### config.mk
export PLATFORM = sky130hd
export DESIGN_NAME = chbf_ctrl
export DESIGN_NICKNAME = d
export VERILOG_FILES = /design/src/chbf_pkg.sv /design/src/chbf_ctrl.sv
export SDC_FILE = /design/constraint.sdc
export NUM_CORES = 1
export LEC_CHECK = 0
export ABC_AREA = 1
export BUFFER_PORTS_ARGS = -buffer_cell sky130_fd_sc_hd__buf_2
export CAP_MARGIN = 20
export CELL_PAD_IN_SITES_DETAIL_PLACEMENT = 0
export CELL_PAD_IN_SITES_GLOBAL_PLACEMENT = 1
export CORE_AREA = 2 2 68 70
export CTS_BUF_LIST = sky130_fd_sc_hd__clkbuf_8
export CTS_CLUSTER_SIZE = 25
export DETAILED_ROUTE_END_ITERATION = 16
export DIE_AREA = 0 0 70 72
export PLACE_DENSITY = 0.74
export SLEW_MARGIN = 10
export SYNTH_ARGS = -nofsm -noshare
export SYNTH_HDL_FRONTEND = slang
export SYNTH_SLANG_ARGS = --single-unit
### constraint.sdc
create_clock -name i_clk -period 2.23 [get_ports i_clk]
set_input_delay 0.669 -clock i_clk [delete_from_list [all_inputs] [get_ports i_clk]]
set_output_delay 0.669 -clock i_clk [all_outputs]
set_load 0.01 [all_outputs]
### src/chbf_pkg.sv
// Shared types and constants for the chained-block byte FIFO.
// Holds command codes, status codes and the controller/datapath interface structs.
// No dependencies.
`timescale 1ns / 1ps
`default_nettype none

package chbf_pkg;

    localparam int BYTE_W   = 8;
    localparam int MODE_W   = 2;
    localparam int STATUS_W = 2;
    localparam int FILL_W   = 11;

    localparam logic [MODE_W-1:0] MODE_WRITE = 2'd0;
    localparam logic [MODE_W-1:0] MODE_READ  = 2'd1;
    localparam logic [MODE_W-1:0] MODE_CLEAR = 2'd2;

    localparam logic [STATUS_W-1:0] ST_OK    = 2'd0;
    localparam logic [STATUS_W-1:0] ST_EMPTY = 2'd1;
    localparam logic [STATUS_W-1:0] ST_FULL  = 2'd2;

    typedef enum logic [3:0] {
        DP_NOP,
        DP_WR_BYTE,
        DP_WR_FRESH,
        DP_WR_POOL,
        DP_LOAD_FREE,
        DP_LINK_RD_HEAD,
        DP_GIVE_BACK,
        DP_RD_BYTE,
        DP_CLEAR_END
    } t_dp_op;

    typedef struct packed {
        logic   load;
        t_dp_op op;
    } t_dp_cmd;

    typedef struct packed {
        logic                tail_full;
        logic                free_avail;
        logic                fresh_avail;
        logic                head_exhausted;
        logic                buf_empty;
        logic                chain_more;
        logic [BYTE_W-1:0]   rdata;
        logic [FILL_W-1:0]   fill;
    } t_dp_stat;

endpackage

`default_nettype wire

### src/chbf_ctrl.sv
// Controller of the chained-block byte FIFO: request handshake, command
// sequencing and the result register. Depends on chbf_pkg.
`timescale 1ns / 1ps
`default_nettype none

module chbf_ctrl (
    input  wire logic                          i_clk,
    input  wire logic                          i_rst_n,
    input  wire logic                          i_valid,
    output logic                               o_stall,
    input  wire logic [chbf_pkg::MODE_W-1:0]   i_mode,
    output logic                               o_valid,
    input  wire logic                          i_stall,
    output logic [chbf_pkg::BYTE_W-1:0]        o_read_byte,
    output logic                               o_read_valid,
    output logic [chbf_pkg::STATUS_W-1:0]      o_status,
    output logic [chbf_pkg::FILL_W-1:0]        o_fill_level,
    output chbf_pkg::t_dp_cmd                  o_cmd,
    input  wire chbf_pkg::t_dp_stat            i_stat
);

    typedef enum logic [2:0] {
        S_IDLE,
        S_DECODE,
        S_WR_LINK,
        S_RD_LINK,
        S_RD_CHECK,
        S_CLR_CHECK,
        S_CLR_LINK,
        S_RESULT
    } t_state;

    t_state                        r_state, n_state;
    logic [chbf_pkg::MODE_W-1:0]   r_mode;
    logic [chbf_pkg::STATUS_W-1:0] r_pend_status, n_pend_status;
    logic                          r_pend_rvalid, n_pend_rvalid;
    logic                          r_out_valid;
    logic                          w_out_free;

    assign o_stall    = (r_state != S_IDLE);
    assign o_valid    = r_out_valid;
    assign w_out_free = !r_out_valid || !i_stall;

    always_comb begin
        n_state       = r_state;
        n_pend_status = r_pend_status;
        n_pend_rvalid = r_pend_rvalid;
        o_cmd.load    = 1'b0;
        o_cmd.op      = chbf_pkg::DP_NOP;
        case (r_state)
            S_IDLE: begin
                if (i_valid) begin
                    o_cmd.load    = 1'b1;
                    n_pend_status = chbf_pkg::ST_OK;
                    n_pend_rvalid = 1'b0;
                    n_state       = S_DECODE;
                end
            end
            S_DECODE: begin
                case (r_mode)
                    chbf_pkg::MODE_WRITE: begin
                        n_state = S_RESULT;
                        if (!i_stat.tail_full) begin
                            o_cmd.op = chbf_pkg::DP_WR_BYTE;
                        end else if (i_stat.free_avail) begin
                            // The successor on the free list is read from the link memory and loaded in S_WR_LINK.
                            o_cmd.op = chbf_pkg::DP_WR_POOL;
                            n_state  = S_WR_LINK;
                        end else if (i_stat.fresh_avail) begin
                            o_cmd.op = chbf_pkg::DP_WR_FRESH;
                        end else begin
                            n_pend_status = chbf_pkg::ST_FULL;
                        end
                    end
                    chbf_pkg::MODE_READ: begin
                        if (i_stat.head_exhausted) begin
                            o_cmd.op = chbf_pkg::DP_LINK_RD_HEAD;
                            n_state  = S_RD_LINK;
                        end else begin
                            n_state = S_RD_CHECK;
                        end
                    end
                    chbf_pkg::MODE_CLEAR: begin
                        n_state = S_CLR_CHECK;
                    end
                    default: begin
                        n_state = S_RESULT;
                    end
                endcase
            end
            S_WR_LINK: begin
                o_cmd.op = chbf_pkg::DP_LOAD_FREE;
                n_state  = S_RESULT;
            end
            S_RD_LINK: begin
                o_cmd.op = chbf_pkg::DP_GIVE_BACK;
                n_state  = S_RD_CHECK;
            end
            S_RD_CHECK: begin
                n_state = S_RESULT;
                if (i_stat.buf_empty) begin
                    n_pend_status = chbf_pkg::ST_EMPTY;
                end else begin
                    o_cmd.op      = chbf_pkg::DP_RD_BYTE;
                    n_pend_rvalid = 1'b1;
                end
            end
            S_CLR_CHECK: begin
                if (i_stat.chain_more) begin
                    o_cmd.op = chbf_pkg::DP_LINK_RD_HEAD;
                    n_state  = S_CLR_LINK;
                end else begin
                    o_cmd.op = chbf_pkg::DP_CLEAR_END;
                    n_state  = S_RESULT;
                end
            end
            S_CLR_LINK: begin
                o_cmd.op = chbf_pkg::DP_GIVE_BACK;
                n_state  = S_CLR_CHECK;
            end
            S_RESULT: begin
                if (w_out_free) begin
                    n_state = S_IDLE;
                end
            end
            default: begin
                n_state = S_IDLE;
            end
        endcase
    end

    always_ff @(posedge i_clk) begin
        if (!i_rst_n) begin
            r_state       <= S_IDLE;
            r_out_valid   <= 1'b0;
            r_pend_status <= chbf_pkg::ST_OK;
            r_pend_rvalid <= 1'b0;
        end else begin
            r_state       <= n_state;
            r_pend_status <= n_pend_status;
            r_pend_rvalid <= n_pend_rvalid;
            if (r_state == S_IDLE && i_valid) begin
                r_mode <= i_mode;
            end
            // The store read data register still holds the byte fetched by the
            // previous state, since nothing reads the store in the result state.
            if (r_state == S_RESULT && w_out_free) begin
                r_out_valid  <= 1'b1;
                o_read_byte  <= r_pend_rvalid ? i_stat.rdata : '0;
                o_read_valid <= r_pend_rvalid;
                o_status     <= r_pend_status;
                o_fill_level <= i_stat.fill;
            end else if (!i_stall) begin
                r_out_valid <= 1'b0;
            end
        end
    end

`ifndef SYNTHESIS
    a_rvalid_ok: assert property (@(posedge i_clk) disable iff (!i_rst_n)
        (o_valid && o_read_valid) |-> (o_status == chbf_pkg::ST_OK))
        else $error("read byte delivered with an error status");

    a_accept_decode: assert property (@(posedge i_clk) disable iff (!i_rst_n)
        (i_valid && !o_stall) |=> (r_state == S_DECODE))
        else $error("accepted request not decoded");

    a_result_loads: assert property (@(posedge i_clk) disable iff (!i_rst_n)
        (r_state == S_RESULT && w_out_free) |=> o_valid)
        else $error("finished request left no result");
`endif

endmodule

`default_nettype wire

==> Implementation_results.wiki, run 1 <==
{| class="wikitable"
! Metric !! Value
|-
| Number of global-route vias before repair || 1004
|-
| Post-Synthesis Mean Instance Area || 9.94 sq um
|-
| Rows || 24
|-
| Portion of total power attributed to the clock network || 31.5%
|-
| Area taken by flip-flops and latches || 862 sq um
|-
| Core Box Area || 4260 sq um
|-
| Die Y || 72 microns
|-
| Outcome || finished, final reports clean
|-
| Total stage count of the critical path || 5
|-
| Worst Path Max Fanout || 7
|-
| Remaining antenna violation count after routing || 0
|-
| Leading cell types by count after synthesis || 31 x nand2_1, 24 x edfxtp_1, 23 x inv_1, 11 x nor2_1, 8 x nand3_1
|-
| Crit path buf inv count || 1
|-
| Predominant post-synthesis flop cell || edfxtp_1
|-
| Number of top-level pins || 60
|-
| Initial cell density of the core || 31.2%
|-
| Pwr per Cell Area || 901 nW/um^2
|-
| Share of post-route cells with drive strength above 1 || 41.6%
|-
| Sink Count || 31
|-
| Number of instances on the worst hold path || 0
|-
| Leading post-synthesis cells by cell area || edfxtp_1 54%, dfxtp_1 11%, nand2_1 8.7%
|-
| # hold bufs at CTS || 0
|-
| Post-synth cell types || 19
|-
| Unrepaired setup endpoints after global routing || false
|-
| CP Class || register to output pin
|-
| Tmin final || 2090 ps
|-
| Skew-Pair Late Insertion Delay || 270 ps
|-
| Number of detailed-routing iterations run before antenna repair || 4
|-
| Worst path cell trace || nand2_1 -> nor3_1 -> nor2_1 -> nand3b_1 -> buf_2
|-
| Worst hold slack || 433 ps
|-
| Critical Path End Type || output pin
|-
| Register clock-pin slew on the reported worst setup and hold paths || 60 ps
|-
| Combinational fraction of design power || 24.1%
|-
| Most repeated cell in the gate-level netlist after synthesis || nand2_1
|-
| Pins Over Slew Limit || 0
|-
| Count of flip-flops with a built-in enable after synthesis || 24
|-
| Global-route wire length before repair || 4510 microns
|-
| Overall overflow remaining after global route || 0
|-
| DRC Markers || 0
|-
| Final WL || 2820 microns
|-
| Antenna diodes || 0
|-
| Die Footprint || 5040 sq um
|-
| Clk Tree Root Cell || clkbuf_8
|-
| Summed instance area of the synthesized netlist || 1330 sq um
|-
| Sequential fraction of the synthesis area || 64.6%
|-
| Max Clock Skew || 2.23 ps
|-
| Synthesized flop and latch total || 31
|-
| Placed instance count || 246
|-
| Number of maximum-capacitance constraint violations || 0
|-
| Seq pwr share || 44.4%
|-
| Async set-or-reset flop fraction in the synthesized netlist || 0%
|-
| Remaining max-slew budget at the tightest pin || 77.6%
|-
| Worst hold path class || register to register
|-
| Switching Share || 29.6%
|-
| Net Sw Power || 484 uW
|-
| Final HPWL DP || 2250 microns
|-
| GRT Overall Usage || 11.8%
|-
| Cell family with most CP delay || flip-flops
|-
| Count of final hold-check violations || 0
|-
| Standard cell with the maximum stage delay on the critical path || dfxtp_1
|-
| Cells after synthesis || 134
|-
| Setup_tns || 0 ps
|-
| Largest net degree at the start of global routing || 18
|-
| Layout fillers || 435
|-
| Cell type with the largest total area after synthesis || edfxtp_1
|-
| Number of violations reported at the end of detailed-routing iteration 0 || 108
|-
| Area growth from synthesis to layout || 36.2%
|-
| Worst-margin pin slew || 335 ps
|-
| Antenna violations before repair || 0
|-
| Horizontal extent of the die || 70 microns
|-
| Finished Core Util || 42.6%
|-
| Count of cells along the worst register-to-register path || 5
|-
| Clock tree from TritonCTS || built
|-
| Required @ worst endpoint || 1560 ps
|-
| RD Place Congestion || 0.747
|-
| Fmax || 478 MHz
|-
| Worst-case vdd ir drop || 0.261 mV
|-
| Delay of the slowest cell on the worst path || 520 ps
|-
| Total leakage power || 0.914 nW
|-
| Share of the synthesized area in the top cell type || 54.1%
|-
| Vias post-DR || 1108
|-
| Cell-internal power || 1.15 mW
|-
| Worst path arrival time || 1420 ps
|-
| Ys Warns || 0
|-
| Net count reported at finish || 232
|-
| Number of buffers added on ports || 59
|-
| Combined area of the multi-input logic cells || 369 sq um
|-
| Number of buffers on the longest clock path || 2
|-
| Crit start category || register
|-
| Wire length per cell || 11.1 microns
|-
| Inserted Clock Buffers || 5
|-
| Post-synth net total || 165
|-
| Final period utilization || 93.8%
|-
| Number of instances resized during post-cts repair || 0
|-
| Total number of H-tree levels || 2
|-
| Routed via count divided by cell count || 4.36
|-
| Finished Layout Cells || 254
|-
| Number of post-CTS setup repair buffers || 0
|-
| Final number of setup-violating endpoints || 0
|}
## power by group through the flow
stage          Sequential (mW)  Clock (mW)  Combinational [mW]
6_report                 0.726       0.516               0.394
3_5_place_dp             0.736           0               0.398
3_3_place_gp             0.738           0               0.398
2_1_floorplan            0.723           0               0.281
5_1_grt                  0.731       0.565               0.456
4_1_cts                  0.725       0.534               0.401
## cells in the final DEF, fill, tap and decap left out, drive strengths merged
cell / n
a21oi: 3
nand2: 34
a31oi: 2
nor3: 2
bufinv: 1
clkinv: 2
nor2: 15
inv: 27
dfxtp: 7
o21ai: 3
clkbuf: 5
o2111ai: 1
buf: 61
nand3b: 3
nand4: 1
nand3: 11
edfxtp: 24
## layer usage
| metal | wire length, microns | up-vias | track usage (%) |
|---|---|---|---|
| met3 | 251 | 4 | 3.89 |
| li1 | - | 568 | - |
| met5 | 0 | - | 0 |
| met4 | 51 | 0 | 6.41 |
| met1 | 1320 | 483 | 14.8 |
| met2 | 1200 | 53 | 18.0 |
## worst paths after layout
| check | start | to | slack [ps] |
|---|---|---|---|
| setup / recovery | r_state[2]$_SDFFE_PN0P_ | o_cmd[2] | 140 |
| hold reg to reg | r_pend_status[0]$_SDFFE_PN0P_ | o_status[0]$_DFFE_PP_ | 430 |
| hold / removal | r_pend_status[0]$_SDFFE_PN0P_ | o_status[0]$_DFFE_PP_ | 430 |
| setup reg to reg | r_state[2]$_SDFFE_PN0P_ | o_read_byte[4]$_SDFFCE_PN0P_ | 620 |
## through the flow
step | instance area [sq um] | power, mW | setup slack [ps]
2_1_floorplan | 1330 | 1.00 | 64.6
3_3_place_gp | 1710 | 1.14 | 189
3_5_place_dp | 1710 | 1.13 | 182
4_1_cts | 1810 | 1.66 | 48.2
5_1_grt | 1820 | 1.75 | 9.37
6_report | 1820 | 1.64 | 138
## state kept, by name (all words and copies together), names as in the netlist
signal / cells
r_pend_status: 2
o_valid: 1
o_read_byte: 8
o_fill_level: 11
r_state: 3
o_read_valid: 1
r_mode: 2
r_pend_rvalid: 1
o_status: 2
## layout make-up
class	count	area share (%)
inverters	27	5.58
repair buffers	61	17.1
clock inverters	3	2.14
multi-input cells	75	20.3
flip-flops and latches	31	47.5
well taps	52	3.58
clock buffers	5	3.79
## logic make-up (layout without fill, tap and decap cells)
family / count (synthesis) / in the layout / synth area share (%)
DFF: 31 / 31 / 64.6
buffers and inverters: 28 / 96 / 7.89
and+or+nand+nor: 66 / 66 / 23.7
AOI/OAI and AO/OA: 9 / 9 / 3.85
(Power assumes the default switching activity.)
==> inputs of run 2 (changes only) <==
--- a/config.mk
+++ b/config.mk
@@ -10,12 +10,11 @@
 export CAP_MARGIN = 20
 export CELL_PAD_IN_SITES_DETAIL_PLACEMENT = 0
 export CELL_PAD_IN_SITES_GLOBAL_PLACEMENT = 1
-export CORE_AREA = 2 2 68 70
-export CTS_BUF_LIST = sky130_fd_sc_hd__clkbuf_8
+export CORE_AREA = 2 2 70 72
 export CTS_CLUSTER_SIZE = 25
 export DETAILED_ROUTE_END_ITERATION = 16
-export DIE_AREA = 0 0 70 72
-export PLACE_DENSITY = 0.74
+export DIE_AREA = 0 0 72 74
+export PLACE_DENSITY = 0.7
 export SLEW_MARGIN = 10
 export SYNTH_ARGS = -nofsm -noshare
 export SYNTH_HDL_FRONTEND = slang
==> run 2 against run 1 <==
Compared with the run above: core utilization down 3.0 points; routed wire length grew 0.71%; worst setup slack got worse by 20 ps; final cell count increased by 0.79%; via count fell by 2.3%; highest routed layer unchanged; total power is 0.95% higher; clock skew is 2.2 ps higher.
==> Implementation_results.wiki, run 2 (synthesized netlist as in run 1, its figures left out) <==
{| class="wikitable"
! Metric !! Value
|-
| Number of flip-flops in the largest register || 11
|-
| Number of top-level pins || 60
|-
| Inserted Clock Buffers || 5
|-
| Number of maximum-capacitance constraint violations || 0
|-
| Setup_tns || 0 ps
|-
| Worst Path Max Fanout || 7
|-
| Largest net degree at the start of global routing || 23
|-
| Sum of met2 wire segment lengths after detailed routing || 1210 microns
|-
| Net count reported at finish || 232
|-
| Worst-margin pin slew || 362 ps
|-
| Total leakage power || 0.914 nW
|-
| DP Worst Slack || 193 ps
|-
| GRT Overall Usage || 10.8%
|-
| Count of final hold-check violations || 0
|-
| RD Place Congestion || 0.843
|-
| Number of global-route vias before repair || 972
|-
| Max Clock Skew || 4.41 ps
|-
| Tmin final || 2110 ps
|-
| Worst hold path class || register to register
|-
| Register clock-pin slew on the reported worst setup and hold paths || 60 ps
|-
| Final period utilization || 94.7%
|-
| Remaining max-slew budget at the tightest pin || 75.8%
|-
| Met3 WL post-DR || 307 microns
|-
| Critical Path End Type || output pin
|-
| Initial cell density of the core || 29.0%
|-
| # hold bufs at CTS || 0
|-
| Worst-case vdd ir drop || 0.266 mV
|-
| Most common cell after layout, fill and taps aside || buf_2
|-
| Wire length the detailed router placed on met1 || 1270 microns
|-
| Final WL || 2840 microns
|-
| Share of post-route cells with drive strength above 1 || 41.6%
|-
| Number of buffers on the longest clock path || 2
|-
| Remaining antenna violation count after routing || 0
|-
| Worst path cell trace || nand2_1 -> nor3_1 -> nor2_1 -> nand3b_1 -> buf_2
|-
| Unrepaired setup endpoints after global routing || false
|-
| Horizontal extent of the die || 72 microns
|-
| Required @ worst endpoint || 1560 ps
|-
| Final HPWL DP || 2210 microns
|-
| Antenna violations before repair || 0
|-
| Antenna diodes || 0
|-
| Die Footprint || 5330 sq um
|-
| Fmax || 474 MHz
|-
| Global-route wire length before repair || 4370 microns
|-
| Number of buffers added on ports || 59
|-
| Finished Core Util || 39.5%
|-
| Uppermost layer routed || met4
|-
| Die Y || 74 microns
|-
| Sink Count || 31
|-
| Outcome || finished, final reports clean
|-
| Reg with most FFs || o_fill_level
|-
| Area growth from synthesis to layout || 36.4%
|-
| Overall overflow remaining after global route || 0
|-
| Number of violations reported at the end of detailed-routing iteration 0 || 41
|-
| Registers with the highest flip-flop counts || o_fill_level x11, o_read_byte x8, r_state x3
|-
| Worst path arrival time || 1440 ps
|-
| Core Box Area || 4600 sq um
|-
| Number of detailed-routing iterations run before antenna repair || 4
|-
| Final Worst Setup Slack || 119 ps
|-
| DRC Markers || 0
|-
| Top library cells by usage in the layout, fill and taps aside || 59 x buf_2, 31 x nand2_1, 24 x edfxtp_1
|-
| Rows || 25
|-
| Reg-to-reg setup timing slack || 630 ps
|-
| Skew-Pair Late Insertion Delay || 270 ps
|-
| Final number of setup-violating endpoints || 0
|-
| Delay of the slowest cell on the worst path || 520 ps
|-
| Pwr per Cell Area || 908 nW/um^2
|-
| Crit start category || register
|-
| Pins Over Slew Limit || 0
|-
| Clock tree from TritonCTS || built
|-
| Standard cell with the maximum stage delay on the critical path || dfxtp_1
|-
| Clk Tree Root Cell || clkbuf_8
|-
| Wire length per cell || 11.1 microns
|-
| CP Class || register to output pin
|-
| Vias post-DR || 1083
|-
| Routed via count divided by cell count || 4.23
|-
| Total number of H-tree levels || 2
|}
[run 2: cell counts in the layout (fill, tap and decap cells not counted)]
Identical to the previous run, type by type.
[run 2: metal layers]
layer | up-vias | global-route usage, %
li1 | 567 | -
met1 | 456 | 13.6
met3 | 5 | 3.66
met4 | 0 | 6.29
met2 | 55 | 16.3
met5 | - | 0
[run 2: cell type report]
type | instances | area [sq um]
clock inverter | 3 | 38.8
multi-input combinational | 75 | 369
tap | 54 | 67.6
timing repair buffer | 61 | 310
clock buffer | 5 | 68.8
fill | 446 | 2780
sequential | 31 | 862
inverter | 27 | 101
[run 2: where the power goes]
| group | switching (mW) | internal (mW) | total [mW] |
|---|---|---|---|
| sequential | 0.0494 | 0.675 | 0.724 |
| clock | 0.193 | 0.326 | 0.519 |
| combinational | 0.252 | 0.156 | 0.407 |
| total | 0.494 | 1.16 | 1.65 |
[run 2: metrics by stage]
| step | total power [mW] | area [sq um] | hold slack (ps) | instances |
|---|---|---|---|---|
| 3_5_place_dp | 1.15 | 1710 | 418 | 248 |
| 3_3_place_gp | 1.15 | 1710 | 417 | 248 |
| 4_1_cts | 1.67 | 1820 | 433 | 256 |
| 6_report | 1.65 | 1820 | 430 | 256 |
| 2_1_floorplan | 1.00 | 1330 | 406 | 134 |
| 5_1_grt | 1.75 | 1820 | 447 | 256 |
[run 2: path summary, 6_finish.rpt]
| path | from | to | cells past startpoint |
|---|---|---|---|
| max | r_state[2]$_SDFFE_PN0P_ | o_cmd[2] | 5 |
| min | r_pend_status[0]$_SDFFE_PN0P_ | o_status[0]$_DFFE_PP_ | 0 |
| max reg2reg | r_state[2]$_SDFFE_PN0P_ | o_status[1]$_DFFE_PP_ | 5 |
| min reg2reg | r_pend_status[0]$_SDFFE_PN0P_ | o_status[0]$_DFFE_PP_ | 0 |
[run 2: what timing repair did]
action	in CTS	in global routing
gates resized for setup	0	1
setup endpoints to repair	0	2
setup buffers	0	0
[run 2: critical path: cells and delay by family, from the launching register on]
family / cells / cell delay [ps]
DFF: 1 / 520
and+or+nand+nor: 4 / 520
buffers and inverters: 1 / 130
